==> src/rtl/core/hclm_pkg.sv <==
// ----------------------------------------------------------------------------
// hclm_pkg - shared types and constants for the call-line monitor
// Word layouts, register indexes and line bit positions.
// ----------------------------------------------------------------------------
package hclm_pkg;

  // Line and counter widths
  localparam int LINE_COUNT  = 8;
  localparam int DELAY_WIDTH = 20;
  localparam int AGE_W       = 8;
  localparam int PULSE_W     = 16;
  localparam int CFG_DATA_W  = (DELAY_WIDTH > PULSE_W) ? DELAY_WIDTH : PULSE_W;
  localparam int CFG_IDX_W   = 3;

  // Line bit positions
  localparam int Y1_BIT  = 0;
  localparam int Y1D_BIT = 1;
  localparam int Y2_BIT  = 2;
  localparam int Y2D_BIT = 3;
  localparam int FAN_BIT = 4;
  localparam int PWR_BIT = LINE_COUNT - 1;

  // Register indexes
  typedef enum logic [CFG_IDX_W-1:0] {
    REG_DEBOUNCE   = 3'd0,
    REG_WINDOW     = 3'd1,
    REG_RELAY_DLY  = 3'd2,
    REG_PWR_LOSS   = 3'd3,
    REG_ERR_HOLD   = 3'd4
  } hclm_reg_t;

  // Reset values of the registers
  localparam logic [AGE_W-1:0]       DEBOUNCE_RST  = AGE_W'(2);
  localparam logic [AGE_W-1:0]       WINDOW_RST    = AGE_W'(8);
  localparam logic [DELAY_WIDTH-1:0] RELAY_DLY_RST = DELAY_WIDTH'(60000);
  localparam logic [PULSE_W-1:0]     PWR_LOSS_RST  = PULSE_W'(1000);
  localparam logic [PULSE_W-1:0]     ERR_HOLD_RST  = PULSE_W'(15000);

  // Input word
  typedef struct packed {
    logic                  power_fall;
    logic [LINE_COUNT-1:0] line_levels;
    logic                  link_up;
  } hclm_in_t;

  // Result word
  typedef struct packed {
    logic [LINE_COUNT-1:0] led_drive;
    logic                  relay_open;
    logic [LINE_COUNT-1:0] line_state;
    logic                  report_valid;
    logic [LINE_COUNT-1:0] report_mask;
    logic                  power_error;
  } hclm_out_t;

  // Configuration set handed to the step logic
  typedef struct packed {
    logic [AGE_W-1:0]       debounce_ms;
    logic [AGE_W-1:0]       sample_window_ms;
    logic [DELAY_WIDTH-1:0] relay_delay_ms;
    logic [PULSE_W-1:0]     power_loss_ms;
    logic [PULSE_W-1:0]     error_holdoff_ms;
  } hclm_cfg_t;

endpackage

==> src/rtl/core/hclm_cfg.sv <==
// ----------------------------------------------------------------------------
// hclm_cfg - configuration register file
// Five write-only timing registers, loaded by index.
// ----------------------------------------------------------------------------
module hclm_cfg (
  input  logic                           clk,
  input  logic                           rst_n,
  input  logic                           cfg_we,
  input  logic [hclm_pkg::CFG_IDX_W-1:0] cfg_index,
  input  logic [hclm_pkg::CFG_DATA_W-1:0] cfg_wdata,
  output hclm_pkg::hclm_cfg_t            cfg
);
  import hclm_pkg::*;

  hclm_cfg_t cfg_r;

  // Register writes; unknown indexes are dropped
  always_ff @(posedge clk) begin
    if (!rst_n) begin
      cfg_r.debounce_ms      <= DEBOUNCE_RST;
      cfg_r.sample_window_ms <= WINDOW_RST;
      cfg_r.relay_delay_ms   <= RELAY_DLY_RST;
      cfg_r.power_loss_ms    <= PWR_LOSS_RST;
      cfg_r.error_holdoff_ms <= ERR_HOLD_RST;
    end else if (cfg_we) begin
      case (hclm_reg_t'(cfg_index))
        REG_DEBOUNCE:  cfg_r.debounce_ms      <= cfg_wdata[AGE_W-1:0];
        REG_WINDOW:    cfg_r.sample_window_ms <= cfg_wdata[AGE_W-1:0];
        REG_RELAY_DLY: cfg_r.relay_delay_ms   <= cfg_wdata[DELAY_WIDTH-1:0];
        REG_PWR_LOSS:  cfg_r.power_loss_ms    <= cfg_wdata[PULSE_W-1:0];
        REG_ERR_HOLD:  cfg_r.error_holdoff_ms <= cfg_wdata[PULSE_W-1:0];
        default: ;
      endcase
    end
  end

  assign cfg = cfg_r;

endmodule

==> src/rtl/core/hclm_step.sv <==
// ----------------------------------------------------------------------------
// hclm_step - per-tick monitor logic and its state
// Works out one result word from one tick word; state moves on adv.
// ----------------------------------------------------------------------------
module hclm_step (
  input  logic                clk,
  input  logic                rst_n,
  input  logic                adv,
  input  hclm_pkg::hclm_in_t  tick,
  input  hclm_pkg::hclm_cfg_t cfg,
  output hclm_pkg::hclm_out_t res
);
  import hclm_pkg::*;

  localparam logic [LINE_COUNT-1:0] ALL_LINES = '1;

  // State
  logic                   fall_pending_r, fall_pending_nxt;
  logic [AGE_W-1:0]       fall_age_r, fall_age_nxt;
  logic [PULSE_W-1:0]     pulse_age_r, pulse_age_nxt;
  logic [PULSE_W-1:0]     error_age_r, error_age_nxt;
  logic [DELAY_WIDTH-1:0] fan_age_r, fan_age_nxt;
  logic                   delay_waiting_r, delay_waiting_nxt;
  logic [LINE_COUNT-1:0]  call_state_r, call_state_nxt;
  logic [LINE_COUNT-1:0]  led_r, led_nxt;
  logic                   relay_r, relay_nxt;
  logic                   link_was_up_r, link_was_up_nxt;

  // Intermediate terms
  logic                   arm, pend_a, handle, sample, perr, proc;
  logic [AGE_W-1:0]       age_a;
  logic [LINE_COUNT-1:0]  nstate, changed, led_new, led_a, rep_mask;
  logic                   conn_chg, rep_valid, fan_chg, fan_on;
  logic [DELAY_WIDTH-1:0] fan_age_a;
  logic                   delay_a, relay_a, relay_fire;
  logic [PULSE_W-1:0]     pulse_age_a, pulse_age_b, error_age_a;
  logic                   loss_fire;

  // Fall arming and debounce
  assign arm    = tick.power_fall && !fall_pending_r;
  assign pend_a = fall_pending_r || tick.power_fall;
  assign age_a  = arm ? '0 : fall_age_r;
  assign handle = pend_a && (age_a >= cfg.debounce_ms);
  assign sample = handle && (age_a <= cfg.sample_window_ms);
  assign perr   = sample && tick.line_levels[PWR_BIT] &&
                  (error_age_r > cfg.error_holdoff_ms);
  assign proc   = sample && !perr;

  // Line decode and LED interlock
  assign nstate  = ~tick.line_levels;
  assign changed = nstate ^ call_state_r;
  always_comb begin
    led_new = nstate;
    if (nstate[Y1_BIT] && nstate[Y1D_BIT]) led_new[Y1_BIT] = 1'b0;
    if (nstate[Y2_BIT] && nstate[Y2D_BIT]) led_new[Y2_BIT] = 1'b0;
  end

  // Report
  assign conn_chg  = tick.link_up != link_was_up_r;
  assign rep_valid = proc && tick.link_up && (conn_chg || (changed != '0));
  assign rep_mask  = !rep_valid ? '0 : (conn_chg ? ALL_LINES : changed);

  // Fan relay handling
  assign fan_chg    = proc && changed[FAN_BIT];
  assign fan_on     = nstate[FAN_BIT];
  assign fan_age_a  = (fan_chg && fan_on) ? '0 : fan_age_r;
  assign delay_a    = delay_waiting_r || (fan_chg && fan_on);
  assign relay_a    = (fan_chg && !fan_on) ? 1'b1 : relay_r;
  assign relay_fire = delay_a && (fan_age_a > cfg.relay_delay_ms);

  // Power pulse loss
  assign pulse_age_a = handle ? '0 : pulse_age_r;
  assign led_a       = proc ? led_new : led_r;
  assign loss_fire   = pulse_age_a > cfg.power_loss_ms;
  assign pulse_age_b = loss_fire ? '0 : pulse_age_a;
  assign error_age_a = perr ? '0 : error_age_r;

  // Next state, counters saturate
  always_comb begin
    fall_pending_nxt  = pend_a && !handle;
    fall_age_nxt      = (fall_pending_nxt && !(&age_a)) ? age_a + 1'b1 : age_a;
    pulse_age_nxt     = (&pulse_age_b) ? pulse_age_b : pulse_age_b + 1'b1;
    error_age_nxt     = (&error_age_a) ? error_age_a : error_age_a + 1'b1;
    fan_age_nxt       = (&fan_age_a) ? fan_age_a : fan_age_a + 1'b1;
    delay_waiting_nxt = delay_a && !relay_fire;
    relay_nxt         = relay_a && !relay_fire;
    led_nxt           = loss_fire ? '0 : led_a;
    call_state_nxt    = proc ? nstate : call_state_r;
    link_was_up_nxt   = proc ? tick.link_up : link_was_up_r;
  end

  // State registers
  always_ff @(posedge clk) begin
    if (!rst_n) begin
      fall_pending_r  <= 1'b0;
      fall_age_r      <= '0;
      pulse_age_r     <= '0;
      error_age_r     <= '1;
      fan_age_r       <= '0;
      delay_waiting_r <= 1'b0;
      call_state_r    <= '0;
      led_r           <= '0;
      relay_r         <= 1'b0;
      link_was_up_r   <= 1'b0;
    end else if (adv) begin
      fall_pending_r  <= fall_pending_nxt;
      fall_age_r      <= fall_age_nxt;
      pulse_age_r     <= pulse_age_nxt;
      error_age_r     <= error_age_nxt;
      fan_age_r       <= fan_age_nxt;
      delay_waiting_r <= delay_waiting_nxt;
      call_state_r    <= call_state_nxt;
      led_r           <= led_nxt;
      relay_r         <= relay_nxt;
      link_was_up_r   <= link_was_up_nxt;
    end
  end

  // Result word
  assign res.led_drive    = led_nxt;
  assign res.relay_open   = relay_nxt;
  assign res.line_state   = call_state_nxt;
  assign res.report_valid = rep_valid;
  assign res.report_mask  = rep_mask;
  assign res.power_error  = perr;

`ifndef SYNTHESIS
  // A power error always restarts the holdoff
  a_err_clears_age: assert property (@(posedge clk) disable iff (!rst_n)
    adv && perr |=> error_age_r == PULSE_W'(1))
    else $error("error age not restarted after power error");

  // A handled fall leaves nothing pending
  a_handle_clears: assert property (@(posedge clk) disable iff (!rst_n)
    adv && handle |=> !fall_pending_r)
    else $error("fall still pending after being handled");

  // Relays only close when the fan-on delay ends
  a_relay_delay: assert property (@(posedge clk) disable iff (!rst_n)
    $fell(relay_r) |-> !delay_waiting_r)
    else $error("relays closed while fan delay still running");
`endif

endmodule

==> src/rtl/core/hvac_call_line_monitor.sv <==
// ----------------------------------------------------------------------------
// hvac_call_line_monitor - thermostat call-line monitor, one tick per word
// Input register, per-tick step logic, result register.
// ----------------------------------------------------------------------------
//  channel  | direction | handshake            | word
//  in_      | in        | in_valid / in_ready  | hclm_in_t (fall, levels, link)
//  out_     | out       | out_valid / out_ready| hclm_out_t (leds, relay, report)
//  cfg_     | in        | cfg_we               | cfg_index, cfg_wdata
//
// One tick word is taken per clock while the output is not stalled; its
// result goes from the input register to the result register. The step
// logic is a single pass of narrow compares and counter increments between
// the two registers.
// Synchronous active-low reset resets both stages and all monitor state.
// A stalled output holds its word; the input register keeps accepting
// until it too is full.
// ----------------------------------------------------------------------------
module hvac_call_line_monitor (
  input  logic                            clk,
  input  logic                            rst_n,
  input  logic                            in_valid,
  output logic                            in_ready,
  input  hclm_pkg::hclm_in_t              in_data,
  output logic                            out_valid,
  input  logic                            out_ready,
  output hclm_pkg::hclm_out_t             out_data,
  input  logic                            cfg_we,
  input  logic [hclm_pkg::CFG_IDX_W-1:0]  cfg_index,
  input  logic [hclm_pkg::CFG_DATA_W-1:0] cfg_wdata
);
  import hclm_pkg::*;

  hclm_cfg_t cfg;
  hclm_in_t  s1_data_r;
  logic      s1_valid_r;
  hclm_out_t res;
  hclm_out_t out_data_r;
  logic      out_valid_r;
  logic      s1_adv;

  // Configuration registers
  hclm_cfg u_cfg (
    .clk       (clk),
    .rst_n     (rst_n),
    .cfg_we    (cfg_we),
    .cfg_index (cfg_index),
    .cfg_wdata (cfg_wdata),
    .cfg       (cfg)
  );

  // Pipeline flow
  assign s1_adv   = s1_valid_r && (!out_valid_r || out_ready);
  assign in_ready = !s1_valid_r || s1_adv;

  // Input register
  always_ff @(posedge clk) begin
    if (!rst_n) begin
      s1_valid_r <= 1'b0;
    end else if (in_ready) begin
      s1_valid_r <= in_valid;
    end
  end

  always_ff @(posedge clk) begin
    if (in_ready && in_valid) begin
      s1_data_r <= in_data;
    end
  end

  // Per-tick logic
  hclm_step u_step (
    .clk   (clk),
    .rst_n (rst_n),
    .adv   (s1_adv),
    .tick  (s1_data_r),
    .cfg   (cfg),
    .res   (res)
  );

  // Result register
  always_ff @(posedge clk) begin
    if (!rst_n) begin
      out_valid_r <= 1'b0;
    end else if (s1_adv) begin
      out_valid_r <= 1'b1;
    end else if (out_ready) begin
      out_valid_r <= 1'b0;
    end
  end

  always_ff @(posedge clk) begin
    if (s1_adv) begin
      out_data_r <= res;
    end
  end

  assign out_valid = out_valid_r;
  assign out_data  = out_data_r;

`ifndef SYNTHESIS
  // A report always names at least one line
  a_report_nonempty: assert property (@(posedge clk) disable iff (!rst_n)
    out_valid_r && out_data_r.report_valid |-> out_data_r.report_mask != '0)
    else $error("report raised with empty mask");

  // Power error and status report are exclusive
  a_err_no_report: assert property (@(posedge clk) disable iff (!rst_n)
    out_valid_r && out_data_r.power_error |-> !out_data_r.report_valid)
    else $error("report raised together with power error");

  // A word in the input register is never dropped
  a_s1_held: assert property (@(posedge clk) disable iff (!rst_n)
    s1_valid_r && !s1_adv |=> s1_valid_r && $stable(s1_data_r))
    else $error("input register word lost while stalled");
`endif

endmodule
==> config.mk <==
export PLATFORM = sky130hd
export DESIGN_NAME = hvac_call_line_monitor
export DESIGN_NICKNAME = d
export VERILOG_FILES = /design/src/rtl/core/hclm_pkg.sv /design/src/rtl/core/hclm_cfg.sv /design/src/rtl/core/hclm_step.sv /design/src/rtl/core/hvac_call_line_monitor.sv
export SDC_FILE = /design/constraint.sdc
export NUM_CORES = 1
export LEC_CHECK = 0
export BUFFER_PORTS_ARGS = -buffer_cell sky130_fd_sc_hd__buf_4
export CORE_UTILIZATION = 57
export CTS_CLUSTER_DIAMETER = 150
export CTS_CLUSTER_SIZE = 10
export DETAILED_ROUTE_END_ITERATION = 16
export GPL_ROUTABILITY_DRIVEN = 0
export HOLD_SLACK_MARGIN = 0.12
export PLACE_DENSITY_LB_ADDON = 0.12
export SYNTH_ARGS = -nofsm -noshare
export SYNTH_HDL_FRONTEND = slang
export SYNTH_HIERARCHICAL = 1
export SYNTH_SLANG_ARGS = --single-unit
==> constraint.sdc <==
create_clock -name clk -period 9.5 [get_ports clk]
set_input_delay 0.475 -clock clk [delete_from_list [all_inputs] [get_ports clk]]
set_output_delay 0.475 -clock clk [all_outputs]
set_load 0.01 [all_outputs]
==> impl_metrics.toml <==
[final_layout]
final_cell_mix = "151 x nand2_1, 150 x dfxtp_1, 88 x inv_1"
fin_util_pct = 65.2
areaGrowthSynthToFinish_pct = 10.9
final_common_cell = "nand2_1"
layout-drive-gt1-share_pct = 10.4
fillers = 1542
n_antenna_cell = 0
nets = 1367

[floorplan]
rows = 49
core-area_sq_um = 18200
die-area_sq_um = 19300
die_w_um = 139
die_h_um = 139
io_pins = 67
start_util_pct = 58.8

[critical_path]
r2r_slack_ns = 3.22
crit_required_ns = 9.86
crit_fanout = 26
cp-endpoint = "u_step/pulse_age_r[6]"
critPathArrivalTime_ns = 6.64
cp-end-kind = "register"
cp-startpoint = "s1_data_r[9]"
cp-start-kind = "register"
rr_worst_depth = 23
timing.rr.start = "s1_data_r[9]"
path_class = "register to register"
rr_endpoint = "u_step/pulse_age_r[6]"

[drt]
vias = 8931
drc = 3
drt_pass1_iterations = 11
postRouteAntennaNets = 0
drt_iter0_drc = 614
wl_um = 25600
avgRoutedWirePerCell_um = 17.0
avgViaCountPerCell = 5.94

[timing]
slew_headroom_pct = 37.3
setup_viol = 0
rsz0062_at_grt = "no"
min_period_ns = 6.28
post-route-period-util_pct = 66.1
setup_ws_ns = 3.22
slew_viol_final = 0
fin_worst_skew_ns = 0.0135
timing.setup.tns_ns = 0
fmax_mhz = 159
worst_pin_slew_ns = 0.936
hold_viol = 0

[place]
dp_slack_ns = 3.38
port_buffers = 66
dp_hpwl_um = 17900

[clocking]
cts_buffer_depth = 2
cts_resized = 0
cts_hold_buf = 0
cts_buffers = 17
cts-htree-levels = 4
post-cts-setup-buffers = 0
clk_latency_ns = 0.43
ctsRootBufferMaster = "clkbuf_16"
cts_tree = "yes"
cts_sinks = 187
clk_pin_slew_ns = 0.07

[yosys]
synth-main-ff-cell = "dfxtp_1"
synth_nets = 1333
synth_cells = 1227
synthDistinctLibCells = 83
synth_warnings = 6
post_synth.cell_area_avg_sq_um = 8.72
synth_edf_count = 37
ys_ff_latch = 187
synth_area_sq_um = 10700
async_flop_share_pct = 0
yosysSeqAreaShare_pct = 38.4

[global_routing]
grt_overflow = 0
track_usage_pct = 27.0
grt_pass1_vias = 8444
grt_max_degree = 103
grt_pass1_wl_um = 42000
antenna_found_initial = 0

[outcome]
status = "finished with violations"
violations = "design-rule violations"

[power]
ir_worst_vdd_uv = 135
power_density_nw_per_um2 = 172
total_power_w = 0.00204
power.static_leakage_nw = 4.89

[job]
cap_viol_max_count = 0

[hold_path]
hold_class = "input port to register"
holdPathStages = 1
[layout make-up]
type / instances / area (sq um) / share of cell area [%]
Multi-Input combinational cell: 891 / 5990 / 50.4
Sequential cell: 187 / 4110 / 34.7
Timing Repair Buffer: 76 / 571 / 4.81
Clock buffer: 18 / 429 / 3.62
Inverter: 88 / 330 / 2.78
Tap cell: 229 / 287 / 2.41
Clock inverter: 14 / 153 / 1.29
[logic make-up (layout without fill, tap and decap cells)]
kind of cell / Yosys count / in the layout / synth area share, %
fa+ha+maj: 68 / 68 / 7.95
compound gates: 261 / 261 / 16.8
flops: 187 / 187 / 38.4
buf+inv: 149 / 196 / 5.75
simple gates: 470 / 470 / 22.7
xor+xnor: 17 / 17 / 1.39
mux: 75 / 75 / 7.03
[where the power goes]
group          switching (W)  total (W)  internal, W
Sequential         0.0000483   0.000897     0.000848
Combinational       0.000252   0.000436     0.000185
Clock               0.000337   0.000710     0.000374
Total               0.000637    0.00204      0.00141
[registers in the layout, summed over array words and instances, names as in the netlist]
register,count
u_step/link_was_up_r,1
u_step/fall_age_r,8
out_valid,1
u_step/fall_pending_r,1
u_step/delay_waiting_r,1
u_step/pulse_age_r,16
out_data,27
s1_data_r,10
u_step/relay_r,1
u_cfg/cfg,68
u_step/error_age_r,16
u_step/fan_age_r,20
s1_valid_r,1
u_step/led_r,8
u_step/call_state_r,8
[synth_stat cells, drive strengths merged, types with 5 or more instances]
master | instances | area [sq um]
nand2 | 151 | 567
dfxtp | 150 | 3000
inv | 88 | 330
nor2 | 75 | 282
mux2i | 74 | 741
a21oi | 73 | 369
ha | 68 | 851
nor2b | 64 | 408
o21ai | 57 | 300
clkbuf | 41 | 154
nand3 | 40 | 200
edfxtp | 37 | 1110
and2 | 28 | 175
nand4 | 22 | 138
buf | 20 | 131
a211oi | 19 | 148
a21o | 15 | 113
nor3 | 15 | 75.1
and3 | 13 | 86.3
o311ai | 13 | 114
xor2 | 13 | 114
or3 | 11 | 73.8
o211ai | 10 | 88.8
or4 | 10 | 75.1
a21boi | 9 | 67.6
nor4 | 9 | 56.3
o21a | 9 | 67.6
nand2b | 7 | 51.3
o41ai | 7 | 87.6
a31oi | 6 | 37.5
o31ai | 5 | 37.5
[layer usage]
layer	global-route usage, %	share of wire [%]
met4	9.71	2.4
met1	34.8	46
met2	45.4	47
met3	4.90	4.5
met5	0	0
[per-stage QoR]
stage          hold slack [ns]  std cells  instance area, sq um
6_report                 0.223       1503                 11900
5_1_grt                  0.199       1503                 11900
4_1_cts                  0.206       1503                 11900
3_5_place_dp             0.449       1471                 11300
3_3_place_gp             0.442       1471                 11300
2_1_floorplan            0.435       1227                 10700
[worst max-delay path, cell delays in order, from the launching register on]
cell	delay (ns)
edfxtp_1	0.46
nor2b_1	0.37
nor2_1	0.13
ha_1	0.31
and4_1	0.26
and2_1	0.17
o22ai_1	0.23
o21a_1	0.66
nand2_1	0.24
inv_1	0.14
ha_1	0.25
o21a_1	0.11
o21a_1	0.16
o21ai_0	0.15
a31o_2	0.14
a32o_1	0.38
and3_1	0.23
ha_1	0.21
nand3_1	0.23
nor4_1	0.37
and2_1	0.28
a21oi_1	0.18
a311o_1	0.39
a31oi_1	0.16
[how the worst min path moves through the flow]
stage                   from             to
6_report          in_data[9]   s1_data_r[9]
4_1_cts           in_data[6]   s1_data_r[6]
3_3_place_gp   u_cfg/cfg[42]  u_cfg/cfg[42]
5_1_grt           in_data[0]   s1_data_r[0]
3_5_place_dp   u_cfg/cfg[42]  u_cfg/cfg[42]
2_1_floorplan  u_cfg/cfg[27]  u_cfg/cfg[27]
Note: power is estimated with default switching activity, not from simulation.
